### config.mk
export PLATFORM = sky130hd
export DESIGN_NAME = display_solenoid_io_block_core_flat
export DESIGN_NICKNAME = d
export VERILOG_FILES = /design/src/rtl/dsio_pkg.sv /design/src/rtl/dsio_in_if.sv /design/src/rtl/dsio_out_if.sv /design/src/rtl/display_solenoid_io_block_core.sv /design/src/flat_wrapper.sv
export SDC_FILE = /design/constraint.sdc
export NUM_CORES = 1
export LEC_CHECK = 0
export BUFFER_PORTS_ARGS = -buffer_cell sky130_fd_sc_hd__buf_4
export CORE_MARGIN = 2
export CORE_UTILIZATION = 40
export DETAILED_ROUTE_END_ITERATION = 16
export HOLD_SLACK_MARGIN = 0.12
export PLACE_DENSITY = 0.66
export SLEW_MARGIN = 20
export SYNTH_ARGS = -nofsm -noshare
export SYNTH_HDL_FRONTEND = slang
export SYNTH_SLANG_ARGS = --single-unit
export TNS_END_PERCENT = 20
### constraint.sdc
create_clock -name i_clk -period 4.5 [get_ports i_clk]
set_clock_uncertainty 0.1 [all_clocks]
set_input_delay 0.45 -clock i_clk [delete_from_list [all_inputs] [get_ports i_clk]]
set_output_delay 0.45 -clock i_clk [all_outputs]
set_load 0.03 [all_outputs]
### src/rtl/dsio_pkg.sv
// Shared constants, types and decode helpers for the display/solenoid I/O block.
package dsio_pkg;

    localparam int unsigned AddrW    = 16;
    localparam int unsigned DataW    = 8;
    localparam int unsigned SolW     = 24;
    localparam int unsigned ToneW    = 8;
    localparam int unsigned SegW     = 10;
    localparam int unsigned PosW     = 4;
    localparam int unsigned NumDigit = 5;

    typedef logic [AddrW-1:0] t_addr;
    typedef logic [DataW-1:0] t_data;
    typedef logic [SolW-1:0]  t_sol;
    typedef logic [ToneW-1:0] t_tone;
    typedef logic [SegW-1:0]  t_seg;
    typedef logic [PosW-1:0]  t_pos;

    // Item kinds carried on the mode bit
    localparam logic MODE_TICK  = 1'b0;
    localparam logic MODE_WRITE = 1'b1;

    // Bus decode
    localparam t_addr ADDR_STROBE     = 16'h00AB;
    localparam t_addr ADDR_DIGIT_BASE = 16'h0200;
    localparam t_addr ADDR_DIGIT_LAST = 16'h0204;
    localparam t_addr ADDR_SOL_PULSE  = 16'h0310;
    localparam t_addr ADDR_SOUND      = 16'h0320;
    localparam t_addr ADDR_LAMP_ROW0  = 16'h0330;

    // Solenoid group masks
    localparam t_sol SOL_KEEP_HIGH = 24'hFFFF00;
    localparam t_sol SOL_KEEP_LOW  = 24'h000FFF;
    localparam t_sol SOL_KEEP_LAMP = 24'hFFFCFF;
    localparam t_sol SOL_KNOCKER   = 24'h001000;
    localparam int unsigned ToneBase = 16;

    localparam logic [1:0] PULSE_LAST = 2'd3;
    localparam logic [2:0] SOUND_LAST = 3'd5;

    // Strobe highest-bit index (0 = no bit set) to display position
    function automatic t_pos strobe_pos(input logic [3:0] idx);
        t_pos pos;
        unique case (idx)
            4'd0:    pos = 4'd0;
            4'd1:    pos = 4'd6;
            4'd2:    pos = 4'd7;
            4'd3:    pos = 4'd8;
            4'd4:    pos = 4'd5;
            4'd5:    pos = 4'd4;
            4'd6:    pos = 4'd2;
            4'd7:    pos = 4'd9;
            4'd8:    pos = 4'd3;
            4'd9:    pos = 4'd1;
            default: pos = 4'd0;
        endcase
        return pos;
    endfunction

    // 0 for zero data, else 1 + index of highest set bit
    function automatic logic [3:0] strobe_idx(input t_data d);
        logic [3:0] idx;
        idx = 4'd0;
        for (int i = 0; i < DataW; i++) begin
            if (d[i]) idx = 4'(i + 1);
        end
        return idx;
    endfunction

    // Bit 7 of a digit write fans out to segment bits 8 and 9
    function automatic t_seg digit_word(input t_data d);
        return {d[7], d[7], 1'b0, d[6:0]};
    endfunction

endpackage

### src/rtl/dsio_in_if.sv
// Input channel: bus writes and refresh ticks.
interface dsio_in_if;
    logic                 valid;
    logic                 ready;
    logic                 mode;
    dsio_pkg::t_addr      address;
    dsio_pkg::t_data      write_data;

    modport source (output valid, output mode, output address, output write_data,
                    input ready);
    modport sink   (input valid, input mode, input address, input write_data,
                    output ready);
endinterface

### src/rtl/dsio_out_if.sv
// Output channel: solenoid, tone and display words after each item.
interface dsio_out_if;
    logic                 valid;
    logic                 ready;
    dsio_pkg::t_sol       solenoid_bits;
    dsio_pkg::t_tone      tone_enable;
    logic                 segment_valid;
    dsio_pkg::t_pos       segment_position;
    dsio_pkg::t_seg       row0_segments;
    dsio_pkg::t_seg       row1_segments;
    dsio_pkg::t_seg       row2_segments;
    dsio_pkg::t_seg       row3_segments;
    dsio_pkg::t_seg       row4_segments;

    modport source (output valid, output solenoid_bits, output tone_enable,
                    output segment_valid, output segment_position,
                    output row0_segments, output row1_segments, output row2_segments,
                    output row3_segments, output row4_segments,
                    input ready);
    modport sink   (input valid, input solenoid_bits, input tone_enable,
                    input segment_valid, input segment_position,
                    input row0_segments, input row1_segments, input row2_segments,
                    input row3_segments, input row4_segments,
                    output ready);
endinterface

### src/rtl/display_solenoid_io_block_core.sv
// Display/solenoid I/O block: bus write decode, refresh timeouts, result register.
// An input transfer's result is registered and shows on o_out in the next cycle.
// Throughput: one item per cycle; a new item is taken whenever the result
// register is empty or its result is transferred in the same cycle.
// Reset (i_rst_n low, synchronous): digit latches, solenoid word, tones and
// both tick counters clear; the result register empties.
module display_solenoid_io_block_core (
    input  logic              i_clk,
    input  logic              i_rst_n,
    dsio_in_if.sink           i_in,
    dsio_out_if.source        o_out
);

    // ---------------------------------------------------------------
    // Architectural state
    // ---------------------------------------------------------------
    dsio_pkg::t_seg  r_digit [dsio_pkg::NumDigit];
    dsio_pkg::t_sol  r_sol;
    dsio_pkg::t_tone r_tone;
    logic [1:0]      r_pulse_cnt;
    logic [2:0]      r_sound_cnt;

    dsio_pkg::t_seg  n_digit [dsio_pkg::NumDigit];
    dsio_pkg::t_sol  n_sol;
    dsio_pkg::t_tone n_tone;
    logic [1:0]      n_pulse_cnt;
    logic [2:0]      n_sound_cnt;
    logic            n_seg_valid;
    dsio_pkg::t_pos  n_seg_pos;

    // Result register
    logic            r_out_valid;
    dsio_pkg::t_sol  r_out_sol;
    dsio_pkg::t_tone r_out_tone;
    logic            r_out_seg_valid;
    dsio_pkg::t_pos  r_out_seg_pos;
    dsio_pkg::t_seg  r_out_row [dsio_pkg::NumDigit];

    logic            in_xfer;

    // Take a new item when the result slot is free or drains this cycle
    assign i_in.ready = !r_out_valid || o_out.ready;
    assign in_xfer    = i_in.valid && i_in.ready;

    // ---------------------------------------------------------------
    // Next-state decode for one item
    // ---------------------------------------------------------------
    always_comb begin
        logic [1:0] pulse_inc;
        for (int i = 0; i < dsio_pkg::NumDigit; i++) begin
            n_digit[i] = r_digit[i];
        end
        n_sol       = r_sol;
        n_tone      = r_tone;
        n_pulse_cnt = r_pulse_cnt;
        n_sound_cnt = r_sound_cnt;
        n_seg_valid = 1'b0;
        n_seg_pos   = '0;
        pulse_inc   = r_pulse_cnt + 2'd1;

        if (i_in.mode == dsio_pkg::MODE_TICK) begin
            // Low group drops once the 2-bit pulse counter wraps
            n_pulse_cnt = pulse_inc;
            if (pulse_inc == 2'd0) begin
                n_sol = n_sol & dsio_pkg::SOL_KEEP_HIGH;
            end
            // Sound timeout: high group and tones drop after six ticks
            if (r_sound_cnt >= dsio_pkg::SOUND_LAST) begin
                n_sound_cnt = 3'd0;
                n_sol       = n_sol & dsio_pkg::SOL_KEEP_LOW;
                n_tone      = '0;
            end else begin
                n_sound_cnt = r_sound_cnt + 3'd1;
            end
        end else begin
            priority if (i_in.address == dsio_pkg::ADDR_STROBE) begin
                n_seg_valid = 1'b1;
                n_seg_pos   = dsio_pkg::strobe_pos(dsio_pkg::strobe_idx(i_in.write_data));
            end else if (i_in.address >= dsio_pkg::ADDR_DIGIT_BASE &&
                         i_in.address <= dsio_pkg::ADDR_DIGIT_LAST) begin
                n_digit[i_in.address[2:0]] = dsio_pkg::digit_word(i_in.write_data);
            end else if (i_in.address == dsio_pkg::ADDR_SOL_PULSE) begin
                n_pulse_cnt = 2'd0;
                // Solenoid numbers past the word are dropped
                if (i_in.write_data < 8'(dsio_pkg::SolW)) begin
                    n_sol[i_in.write_data[4:0]] = 1'b1;
                end
            end else if (i_in.address == dsio_pkg::ADDR_SOUND) begin
                n_sound_cnt = 3'd0;
                if (i_in.write_data < 8'(dsio_pkg::ToneW)) begin
                    n_sol       = {8'd0, r_sol[15:0]};
                    n_sol[5'(dsio_pkg::ToneBase) + 5'(i_in.write_data[2:0])] = 1'b1;
                    n_tone      = '0;
                    n_tone[i_in.write_data[2:0]] = 1'b1;
                end else begin
                    // Knocker
                    n_sol = r_sol | dsio_pkg::SOL_KNOCKER;
                end
            end else if (i_in.address == dsio_pkg::ADDR_LAMP_ROW0) begin
                n_sol = (r_sol & dsio_pkg::SOL_KEEP_LAMP) |
                        {14'd0, i_in.write_data[1:0], 8'd0};
            end else begin
                // unmapped: no effect
            end
        end
    end

    // ---------------------------------------------------------------
    // State registers
    // ---------------------------------------------------------------
    always_ff @(posedge i_clk) begin
        if (!i_rst_n) begin
            for (int i = 0; i < dsio_pkg::NumDigit; i++) begin
                r_digit[i] <= '0;
            end
            r_sol       <= '0;
            r_tone      <= '0;
            r_pulse_cnt <= '0;
            r_sound_cnt <= '0;
        end else if (in_xfer) begin
            for (int i = 0; i < dsio_pkg::NumDigit; i++) begin
                r_digit[i] <= n_digit[i];
            end
            r_sol       <= n_sol;
            r_tone      <= n_tone;
            r_pulse_cnt <= n_pulse_cnt;
            r_sound_cnt <= n_sound_cnt;
        end
    end

    // ---------------------------------------------------------------
    // Result register
    // ---------------------------------------------------------------
    always_ff @(posedge i_clk) begin
        if (!i_rst_n) begin
            r_out_valid <= 1'b0;
        end else if (in_xfer) begin
            r_out_valid <= 1'b1;
        end else if (o_out.ready) begin
            r_out_valid <= 1'b0;
        end
    end

    always_ff @(posedge i_clk) begin
        if (in_xfer) begin
            r_out_sol       <= n_sol;
            r_out_tone      <= n_tone;
            r_out_seg_valid <= n_seg_valid;
            r_out_seg_pos   <= n_seg_pos;
            for (int i = 0; i < dsio_pkg::NumDigit; i++) begin
                r_out_row[i] <= n_digit[i];
            end
        end
    end

    assign o_out.valid            = r_out_valid;
    assign o_out.solenoid_bits    = r_out_sol;
    assign o_out.tone_enable      = r_out_tone;
    assign o_out.segment_valid    = r_out_seg_valid;
    assign o_out.segment_position = r_out_seg_pos;
    assign o_out.row0_segments    = r_out_row[0];
    assign o_out.row1_segments    = r_out_row[1];
    assign o_out.row2_segments    = r_out_row[2];
    assign o_out.row3_segments    = r_out_row[3];
    assign o_out.row4_segments    = r_out_row[4];

`ifndef SYNTHESIS
    // Sound counter never leaves 0..5
    a_sound_range: assert property (@(posedge i_clk) disable iff (!i_rst_n)
        r_sound_cnt <= dsio_pkg::SOUND_LAST)
        else $error("sound tick counter out of range");

    // At most one tone is ever enabled
    a_tone_onehot: assert property (@(posedge i_clk) disable iff (!i_rst_n)
        $onehot0(r_tone))
        else $error("more than one tone enabled");

    // A position is only reported alongside a strobe
    a_seg_pos_zero: assert property (@(posedge i_clk) disable iff (!i_rst_n)
        r_out_valid && !r_out_seg_valid |-> r_out_seg_pos == '0)
        else $error("segment position without strobe");

    // Pulse write restarts the pulse timeout
    a_pulse_restart: assert property (@(posedge i_clk) disable iff (!i_rst_n)
        in_xfer && i_in.mode == dsio_pkg::MODE_WRITE &&
        i_in.address == dsio_pkg::ADDR_SOL_PULSE |=> r_pulse_cnt == 2'd0)
        else $error("pulse counter not restarted");
`endif

endmodule
### src/flat_wrapper.sv
// flat-port wrapper written by rule: the top's interface ports become plain ports
module display_solenoid_io_block_core_flat 
  (i_clk, i_rst_n, i_in_valid, i_in_mode, i_in_address, i_in_write_data, i_in_ready, o_out_valid, o_out_solenoid_bits, o_out_tone_enable, o_out_segment_valid, o_out_segment_position, o_out_row0_segments, o_out_row1_segments, o_out_row2_segments, o_out_row3_segments, o_out_row4_segments, o_out_ready);
  dsio_in_if i_in_i ();
  dsio_out_if o_out_i ();
  input  logic i_clk;
  input  logic i_rst_n;
  input wire logic [$bits(i_in_i.valid)-1:0] i_in_valid;
  input wire logic [$bits(i_in_i.mode)-1:0] i_in_mode;
  input wire logic [$bits(i_in_i.address)-1:0] i_in_address;
  input wire logic [$bits(i_in_i.write_data)-1:0] i_in_write_data;
  output wire logic [$bits(i_in_i.ready)-1:0] i_in_ready;
  output wire logic [$bits(o_out_i.valid)-1:0] o_out_valid;
  output wire logic [$bits(o_out_i.solenoid_bits)-1:0] o_out_solenoid_bits;
  output wire logic [$bits(o_out_i.tone_enable)-1:0] o_out_tone_enable;
  output wire logic [$bits(o_out_i.segment_valid)-1:0] o_out_segment_valid;
  output wire logic [$bits(o_out_i.segment_position)-1:0] o_out_segment_position;
  output wire logic [$bits(o_out_i.row0_segments)-1:0] o_out_row0_segments;
  output wire logic [$bits(o_out_i.row1_segments)-1:0] o_out_row1_segments;
  output wire logic [$bits(o_out_i.row2_segments)-1:0] o_out_row2_segments;
  output wire logic [$bits(o_out_i.row3_segments)-1:0] o_out_row3_segments;
  output wire logic [$bits(o_out_i.row4_segments)-1:0] o_out_row4_segments;
  input wire logic [$bits(o_out_i.ready)-1:0] o_out_ready;
  assign i_in_i.valid = i_in_valid;
  assign i_in_i.mode = i_in_mode;
  assign i_in_i.address = i_in_address;
  assign i_in_i.write_data = i_in_write_data;
  assign i_in_ready = i_in_i.ready;
  assign o_out_valid = o_out_i.valid;
  assign o_out_solenoid_bits = o_out_i.solenoid_bits;
  assign o_out_tone_enable = o_out_i.tone_enable;
  assign o_out_segment_valid = o_out_i.segment_valid;
  assign o_out_segment_position = o_out_i.segment_position;
  assign o_out_row0_segments = o_out_i.row0_segments;
  assign o_out_row1_segments = o_out_i.row1_segments;
  assign o_out_row2_segments = o_out_i.row2_segments;
  assign o_out_row3_segments = o_out_i.row3_segments;
  assign o_out_row4_segments = o_out_i.row4_segments;
  assign o_out_i.ready = o_out_ready;
  display_solenoid_io_block_core u_core (.i_clk(i_clk), .i_rst_n(i_rst_n), .i_in(i_in_i), .o_out(o_out_i));
endmodule
## Yosys cells after proc, flatten, opt, wreduce, memory -nomap -nowiden

Memory sizes are Yosys's and may differ from the RTL's. A register that Yosys moved wholly into a read port is not among the register bits.
Index checks and enable logic that the tools add are counted.
Widths: inputs -> output; s select.

| operators by class | value |
|---|---|
| multiplexer cells | 62 |
| magnitude comparators | 13 |
| add/sub/neg operators | 3 |
| eq/ne operators | 9 |
| bitwise operators | 9 |
| reduce and logical (&&, ||, !) cells | 14 |

Operators with widths:

| operator | number |
|---|---|
| $mux 24 | 9 |
| $mux 50 | 3 |
| $mux 8 | 8 |
| $mux 10 | 6 |
| $bwmux 50 | 1 |
| $eq 16x10->1 const B | 3 |
| $demux 10 s3 | 1 |
| $mux 3 | 10 |
| $or 16x24->24 | 1 |
| $or 24x10->24 | 1 |
| $or 24x24->24 | 1 |
| $eq 16x8->1 const B | 1 |
| $ge 16x10->1 const B | 1 |
| $le 16x10->1 const B | 1 |
| $lt 5x6->1 const B | 2 |
| $mux 1 | 12 |
| $mux 2 | 6 |
| $mux 4 | 3 |
| $demux 1 s5 | 2 |
| $ge 5x1->1 const B | 2 |
| $lt 8x4->1 const B | 1 |
| $lt 8x5->1 const B | 1 |
| $logic_and 1x1->1 | 6 |
| $ne 2x2->1 const B | 3 |
| 19 further kinds | 25 |

| word-level totals | value |
|---|---|
| flip-flop bits (word level) | 71 |
| memories kept | 3 |
| bits in read-only memories | 64 |
| input bits | 29 |
| output and inout bits | 89 |
| word-level logic and storage cells | 121 |
| bits in writable memories | 100 |

Memories:

| name | depth | bits a word | read ports | clocked after memory_dff | wr ports | line | source |
|---|---|---|---|---|---|---|---|
| (no name shown) | 16 | 4 | 1 | 1 | 0 | dsio_pkg.sv:44 | `unique case (idx)` |
| u_core.r_digit | 5 | 10 | 5 | 0 | 5 | display_solenoid_io_block_core.sv:17 | `dsio_pkg::t_seg r_digit [dsio_pkg::NumDigit];` |
| u_core.r_out_row | 5 | 10 | 5 | 0 | 5 | display_solenoid_io_block_core.sv:37 | `dsio_pkg::t_seg r_out_row [dsio_pkg::NumDigit];` |

## Longest topological paths before layout

Gate-level depths: netlist of the first run.

| depth | value |
|---|---|
| depth after elaboration | 12 |
| gate-level depth with buffers | 11 |
| mapped depth without buffers | 11 |

## Worst setup path before layout of the first run

OpenSTA, ideal clock, no wires.

| timing | value |
|---|---|
| path kind | input port to flip-flop |
| from | in o_out_ready |
| to | reg u_core.r_tone[1] |
| library setup time | 57 ps |
| stages | 6 |
| data required time | 4343 ps |
| buffers on the path | 0 |
| setup slack | 904 ps |
| arrival time | 3439 ps |
| cell sequence | nand2b_1 -> nand2_1 -> inv_1 -> nand2_1 -> nor3_1 -> a21o_1 |

| between the ends | value |
|---|---|
| word-level cells in the longest chain between the ends | 2 |

Ends and longest elaborated chain:

| what | line | source |
|---|---|---|
| start, declared | flat_wrapper.sv:23 | `input wire logic [$bits(o_out_i.ready)-1:0] o_out_ready;` |
| $logic_or 1x1->1 | display_solenoid_io_block_core.sv:42 | `assign i_in.ready = !r_out_valid \|\| o_out.ready;` |
| $logic_and 1x1->1 | display_solenoid_io_block_core.sv:43 | `assign in_xfer = i_in.valid && i_in.ready;` |
| net u_core.in_xfer | display_solenoid_io_block_core.sv:39 | `logic in_xfer;` |
| end signal, assigned | display_solenoid_io_block_core.sv:125 | `r_tone <= n_tone;` |
| end, declared | display_solenoid_io_block_core.sv:19 | `dsio_pkg::t_tone r_tone;` |

The timed path passes the listed nets, and every way through them passes these cells.
A chain may end at the register's enable or synchronous reset.

## Final worst setup path of the first run

| timing | value |
|---|---|
| from | reg u_core.r_sound_cnt[1] |
| to | reg u_core.r_sol[20] |

| between the ends | value |
|---|---|
| word-level cells in the longest chain between the ends | 3 |

Ends and longest elaborated chain:

| what | line | source |
|---|---|---|
| start, declared | display_solenoid_io_block_core.sv:21 | `logic [2:0] r_sound_cnt;` |
| start signal, assigned | display_solenoid_io_block_core.sv:127 | `r_sound_cnt <= n_sound_cnt;` |
| $ge 3x3->1 | display_solenoid_io_block_core.sv:68 | `if (r_sound_cnt >= dsio_pkg::SOUND_LAST) begin` |
| $mux 24 | display_solenoid_io_block_core.sv:68 |  |
| $mux 24 | display_solenoid_io_block_core.sv:61 | `if (i_in.mode == dsio_pkg::MODE_TICK) begin` |
| end signal, assigned | display_solenoid_io_block_core.sv:124 | `r_sol <= n_sol;` |
| end, declared | display_solenoid_io_block_core.sv:18 | `dsio_pkg::t_sol r_sol;` |

Every way passes these cells.

==> results.yml, run 1 <==
floorplanning:
  fp.dieW_microns: 142
  dieArea_sq_um: 20200
  initial_core_util_pct: 40.7
  placementRows: 50
  placeableCoreArea_sq_um: 18700
  design.portCount: 118
  die-height_microns: 142
clock_network:
  cts_num_sinks: 175
  clockBufferDepth: 2
  clkSlewWorstSetupHoldPaths_ps: 70
  root_buffer: "clkbuf_16"
  ctsHoldBuffers: 0
  post_cts.repair.setup_buffers: 0
  cts_max_level: 4
  cts_made_buffers: 17
  tritoncts: "done"
  cts_repair_resize_count: 0
  clk-insertion-delay-late_ps: 430
worst_setup_path:
  worstPathArrival_ps: 3410
  crit_fanout: 15
  timing_worst_setup_path_type: "flip-flop to flip-flop"
  crit_path_start_kind: "flip-flop"
  cp.required_ps: 4780
  critical_path.cell_chain: "inv_1 -> ha_1 -> o31ai_1 -> nand2b_1 -> o31a_1 -> o21a_1 -> a2bb2o_1"
  cp_slowest_cell: "nand2b_1"
  worst_r2r_path_depth: 7
  timing.rr.end: "u_core.r_sol[20]"
  r2r-start: "u_core.r_sound_cnt[1]"
  cp_slowest_stage_delay_ps: 630
  endpoint_kind_of_the_worst_setup_timing_path: "flip-flop"
  worst_setup_endpoint: "u_core.r_sol[20]"
  worst_setup_path_startpoint: "u_core.r_sound_cnt[1]"
  reg2reg_slack_ps: 1370
drt:
  finalWirelength_microns: 18200
  first_iter_violations: 442
  vias_per_cell: 5.45
  antenna_violating_nets_post_route: 0
  detailroute.via_count: 5144
  dr.pass1.iters: 5
  route.detailed.drc: 0
  routed_wire_length_per_instance_microns: 19.2
grt:
  first_pass_grt_wire_length_microns: 28500
  number_of_antenna_violations_at_the_first_check_in_global_routing: 0
  global_route.usage.total_pct: 18.4
  largest_net_degree_at_the_start_of_global_routing: 60
  number_of_global_route_vias_before_repair: 5166
  aggregate_global_routing_overflow: 0
placed_design:
  dpl.hpwl_microns: 11900
  detailed_place.area_sq_um: 8670
  dpl_worst_slack_ps: 1360
  globalplace.congestion: 0.860
  placement.io_buffers: 117
logic_synthesis:
  yosysSeqAreaShare_pct: 64.0
  number_of_different_library_cells_in_the_post_synthesis_netlist: 57
  synth-seq-cells: 175
  synth_commonest_cells: "edfxtp_1 (137), nand2_1 (58), and2_1 (51), o21ai_0 (48), dfxtp_1 (38)"
  post-synth-top-count-cell: "edfxtp_1"
  syn-mean-instance-area_sq_um: 12.8
  yosys_warnings: 0
  top_reg_cell_synth: "edfxtp_1"
  synth.area.top_cells: "edfxtp_1 (54%), dfxtp_1 (10%), mux2_2 (4.9%)"
  synthesis.instances: 593
  post_synth_edffs: 137
  yosysTopAreaCell: "edfxtp_1"
  postSynthNetCount: 628
  async_reset_ff_share_pct: 0
  area_fraction_of_the_dominant_cell_type_after_synthesis_pct: 54.0
  syn_area_sq_um: 7620
sta:
  tns_ps: 0
  hold_viol_final: 0
  final_number_of_setup_violating_endpoints: 0
  post-route-period-util_pct: 69.6
  layout_setup_ws_ps: 1370
  tightestPinTransition_ps: 966
  slew_viol_final: 0
  setup_repair_after_global_routing_missed_its_margin: "no"
  maximum_clock_frequency_mhz: 320
  minimum_clock_period_after_layout_ps: 3130
  max_slew_margin_pct: 35.6
final_layout:
  areaGrowthSynthToFinish_pct: 21.2
  insertedDiodeCount: 0
  design.final.nets: 732
  final_layout_size_suffix_gt1_share_pct: 28.9
  postLayoutCellArea_sq_um: 9240
  finish.utilization_pct: 49.4
pwr:
  post-layout-total-power_uw: 3660
  power_frac_seq_pct: 50.9
  static_power_due_to_leakage_uw: 0.00358
  power.share.switching_pct: 24.5
  p_int_uw: 2760
  power_density_nw_per_um2: 396
  comb_power_share_pct: 10.2
  peakVddDrop_mv: 0.254
  power.clock.fraction_pct: 38.9
  switching_power_total_uw: 898
hold_path:
  min_from: "i_in_valid"
  holdPathStages: 3
  hold_path_class: "primary input to flip-flop"
outcome:
  run_status: "complete, no violations"
run:
  drv.max_cap_violation_count: 0
[power by group through the flow]
stage | logic (uW) | clock network (uW) | registers, uW
3_5_place_dp | 377 | 0 | 1900
3_3_place_gp | 368 | 0 | 1900
2_1_floorplan | 127 | 0 | 1990
4_1_cts | 378 | 1440 | 1860
5_1_grt | 401 | 1500 | 1870
6_report | 375 | 1420 | 1860
[cells in the final DEF, fill, tap and decap left out, drive strengths merged, types with 3 or more instances in the layout]
| cell | n |
|---|---|
| nor2 | 22 |
| and4 | 4 |
| a31oi | 4 |
| nor4 | 5 |
| and3 | 8 |
| inv | 11 |
| a2bb2o | 9 |
| nand2 | 58 |
| clkbuf | 21 |
| o21bai | 4 |
| mux2 | 43 |
| o2bb2ai | 3 |
| buf | 119 |
| nor3b | 3 |
| nor2b | 8 |
| o21ai | 48 |
| clkinv | 7 |
| nor3 | 7 |
| a21oi | 11 |
| nand2b | 7 |
| or3 | 6 |
| a21boi | 5 |
| nand3 | 22 |
| o31ai | 4 |
| and2 | 51 |
| nand4 | 8 |
| nor4b | 3 |
| ha | 6 |
| edfxtp | 137 |
| dfxtp | 38 |
[worst min path at each step]
| stage | end | slack (ps) |
|---|---|---|
| 5_1_grt | u_core.o_out.valid | 220 |
| 3_3_place_gp | u_core.r_sol[10] | 330 |
| 3_5_place_dp | u_core.r_sol[10] | 340 |
| 2_1_floorplan | u_core.r_sol[10] | 320 |
| 4_1_cts | u_core.o_out.valid | 180 |
| 6_report | u_core.o_out.valid | 190 |
[metrics by stage]
step | hold slack, ps | std cells
after global placement | 334 | 912
final | 188 | 944
after global routing | 215 | 944
after detailed placement | 341 | 912
after CTS | 180 | 944
after floorplan | 319 | 593
[state kept, by name (all words and copies together) (netlist names)]
register and cells:
u_core.r_digit 50, u_core.r_out_row 50, u_core.o_out.solenoid_bits 24, u_core.r_sol 24
u_core.o_out.tone_enable 8, u_core.r_tone 8, u_core.o_out.segment_position 4, u_core.r_sound_cnt 3
u_core.r_pulse_cnt 2, u_core.o_out.segment_valid 1, u_core.o_out.valid 1
[final cells by class]
| class | instances | area, sq um |
|---|---|---|
| Inverter | 9 | 35.0 |
| Multi-Input combinational cell | 375 | 2560 |
| Tap cell | 234 | 293 |
| Timing Repair Buffer | 119 | 906 |
| Fill cell | 1585 | 9470 |
| Clock buffer | 21 | 462 |
| Sequential cell | 175 | 4870 |
| Clock inverter | 11 | 108 |
[kinds of logic after synthesis]
family	Yosys count	synth area share, %
simple gates	221	16.2
fa+ha+maj	6	0.985
flops	175	64.0
buf+inv	43	2.48
mux	45	7.01
compound gates	103	9.36
[layer usage]
layer / track usage [%] / routed length [microns] / vias to the layer above
met4: 5.95 / 332 / 0
li1: - / - / 2404
met2: 27.5 / 8050 / 193
met3: 5.18 / 1320 / 29
met5: 0 / 0 / -
met1: 26.0 / 8450 / 2518
[worst max-delay path: cells and delay by family (launching register included)]
kind | cells | cell delay (ps)
and+or+nand+nor | 1 | 630
buffers and inverters | 1 | 60
AOI/OAI and AO/OA | 4 | 1720
adders and majority gates | 1 | 180
DFF | 1 | 380
(Power assumes the default switching activity.)
==> run 2: changes to the inputs <==
Settings changed: PLACE_DENSITY 0.66 to 0.68.
Clock period 4.5 ns to 2.78 ns, I/O delays scaled along.
==> results.yml, run 2 (synthesis results as in run 1) <==
clock_network:
  cts_repair_resize_count: 0
  cts_num_sinks: 175
  cts_max_level: 4
  clk-insertion-delay-late_ps: 420
  post_cts.repair.setup_buffers: 0
  cts_made_buffers: 17
  tritoncts: "done"
  clockBufferDepth: 2
  root_buffer: "clkbuf_16"
  clkSlewWorstSetupHoldPaths_ps: 70
sta:
  final_number_of_setup_violating_endpoints: 0
  max_slew_margin_pct: 58.4
  setup_repair_after_global_routing_missed_its_margin: "no"
  post-route-period-util_pct: 83.3
  hold_ws_ps: 168
  tightestPinTransition_ps: 618
  hold_viol_final: 0
  maximum_clock_frequency_mhz: 432
  minimum_clock_period_after_layout_ps: 2310
  slew_viol_final: 0
  tns_ps: 0
worst_setup_path:
  cp_slowest_stage_delay_ps: 540
  reg2reg_slack_ps: 470
  endpoint_kind_of_the_worst_setup_timing_path: "flip-flop"
  timing_worst_setup_path_type: "flip-flop to flip-flop"
  crit_path_start_kind: "flip-flop"
  cp.required_ps: 3040
  worst-path-buf-inv: 1
  critical_path.cell_chain: "inv_1 -> ha_1 -> o31ai_1 -> nand2b_1 -> o31a_1 -> o21a_1 -> a2bb2o_1"
  crit_fanout: 14
  cpLargestDelayFamily: "compound AO/OA/AOI/OAI gates"
  worstPathArrival_ps: 2580
  cp_slowest_cell: "o21a_1"
pwr:
  static_power_due_to_leakage_uw: 0.00370
  power_density_nw_per_um2: 635
  peakVddDrop_mv: 0.397
  power_frac_seq_pct: 50.2
  comb_power_share_pct: 10.5
  switching_power_total_uw: 1480
  power.share.switching_pct: 24.6
  power.clock.fraction_pct: 39.3
  p_int_uw: 4530
drt:
  detailroute.via_count: 5331
  vias_per_cell: 5.51
  first_iter_violations: 368
  finalWirelength_microns: 18300
  routed_wire_length_per_instance_microns: 18.9
  antenna_violating_nets_post_route: 0
  route.detailed.drc: 0
  dr.pass1.iters: 5
grt:
  aggregate_global_routing_overflow: 0
  largest_net_degree_at_the_start_of_global_routing: 51
  global_route.usage.total_pct: 18.2
  first_pass_grt_wire_length_microns: 28000
  number_of_global_route_vias_before_repair: 5224
  number_of_antenna_violations_at_the_first_check_in_global_routing: 0
run:
  drv.max_cap_violation_count: 0
hold_path:
  hold_path_class: "primary input to flip-flop"
floorplanning:
  fp.dieW_microns: 142
  initial_core_util_pct: 40.7
  design.portCount: 118
  placementRows: 50
  dieArea_sq_um: 20200
  placeableCoreArea_sq_um: 18700
  die-height_microns: 142
placed_design:
  placement.io_buffers: 117
  dpl.hpwl_microns: 12500
  globalplace.congestion: 0.896
final_layout:
  biggestRegsByFlops: "u_core.r_digit x50, u_core.r_out_row x50"
  top_library_cells_by_usage_in_the_layout_fill_and_taps_aside: "buf_4 (139), edfxtp_1 (137), nand2_1 (56)"
  design.final.nets: 756
  finish.utilization_pct: 50.6
  mostFrequentLayoutCell: "buf_4"
  areaGrowthSynthToFinish_pct: 24.2
  insertedDiodeCount: 0
  final_layout_size_suffix_gt1_share_pct: 31.3
outcome:
  run_status: "complete, no violations"
-- run 2: worst paths after layout --
path	from	endpoint	cells past startpoint
min	i_in_mode	u_core.r_sol[16]	4
min reg2reg	u_core.r_sol[11]	u_core.r_sol[11]	2
max	u_core.r_sound_cnt[1]	u_core.r_sol[20]	7
max reg2reg	u_core.r_sound_cnt[1]	u_core.r_sol[20]	7
-- run 2: worst min-delay path: stages --
cell	delay (ps)
buf_4	170
nand2_1	70
o211ai_1	80
o21ai_0	60
-- run 2: cell type report --
cell class	instances	area (sq um)
Timing Repair Buffer	143	1090
Clock buffer	21	472
Inverter	9	37.5
Tap cell	234	293
Fill cell	1610	9250
Sequential cell	175	4880
Multi-Input combinational cell	375	2560
Clock inverter	11	124
-- run 2: power by group through the flow --
stage               registers [uW]  logic, uW  clock network, uW
finish                        3010        630               2360
global route                  3030        670               2490
CTS                           3020        632               2410
detailed placement            3070        626                  0
global placement              3070        612                  0
floorplan                     3220        208                  0
-- run 2: repair_timing --
action / 4_1_cts / 5_1_grt
endpoints found under the hold margin: 5 / 0
hold buffers: 3 / 0
setup endpoints to repair: 0 / 0
-- run 2: routing by layer --
metal	GRT usage, %	share of wire (%)
met1	26.4	47
met2	26.8	44
met3	5.05	8.2
met4	5.26	1.4
met5	0	0
-- run 2: per-stage QoR --
stage / total power, uW / setup WS (ps) / std cells / area (sq um)
6_report: 6010 / 465 / 968 / 9460
5_1_grt: 6190 / 284 / 968 / 9460
4_1_cts: 6050 / 473 / 968 / 9460
3_5_place_dp: 3700 / 308 / 933 / 8830
3_3_place_gp: 3680 / 364 / 933 / 8830
2_1_floorplan: 3430 / 13.5 / 593 / 7630
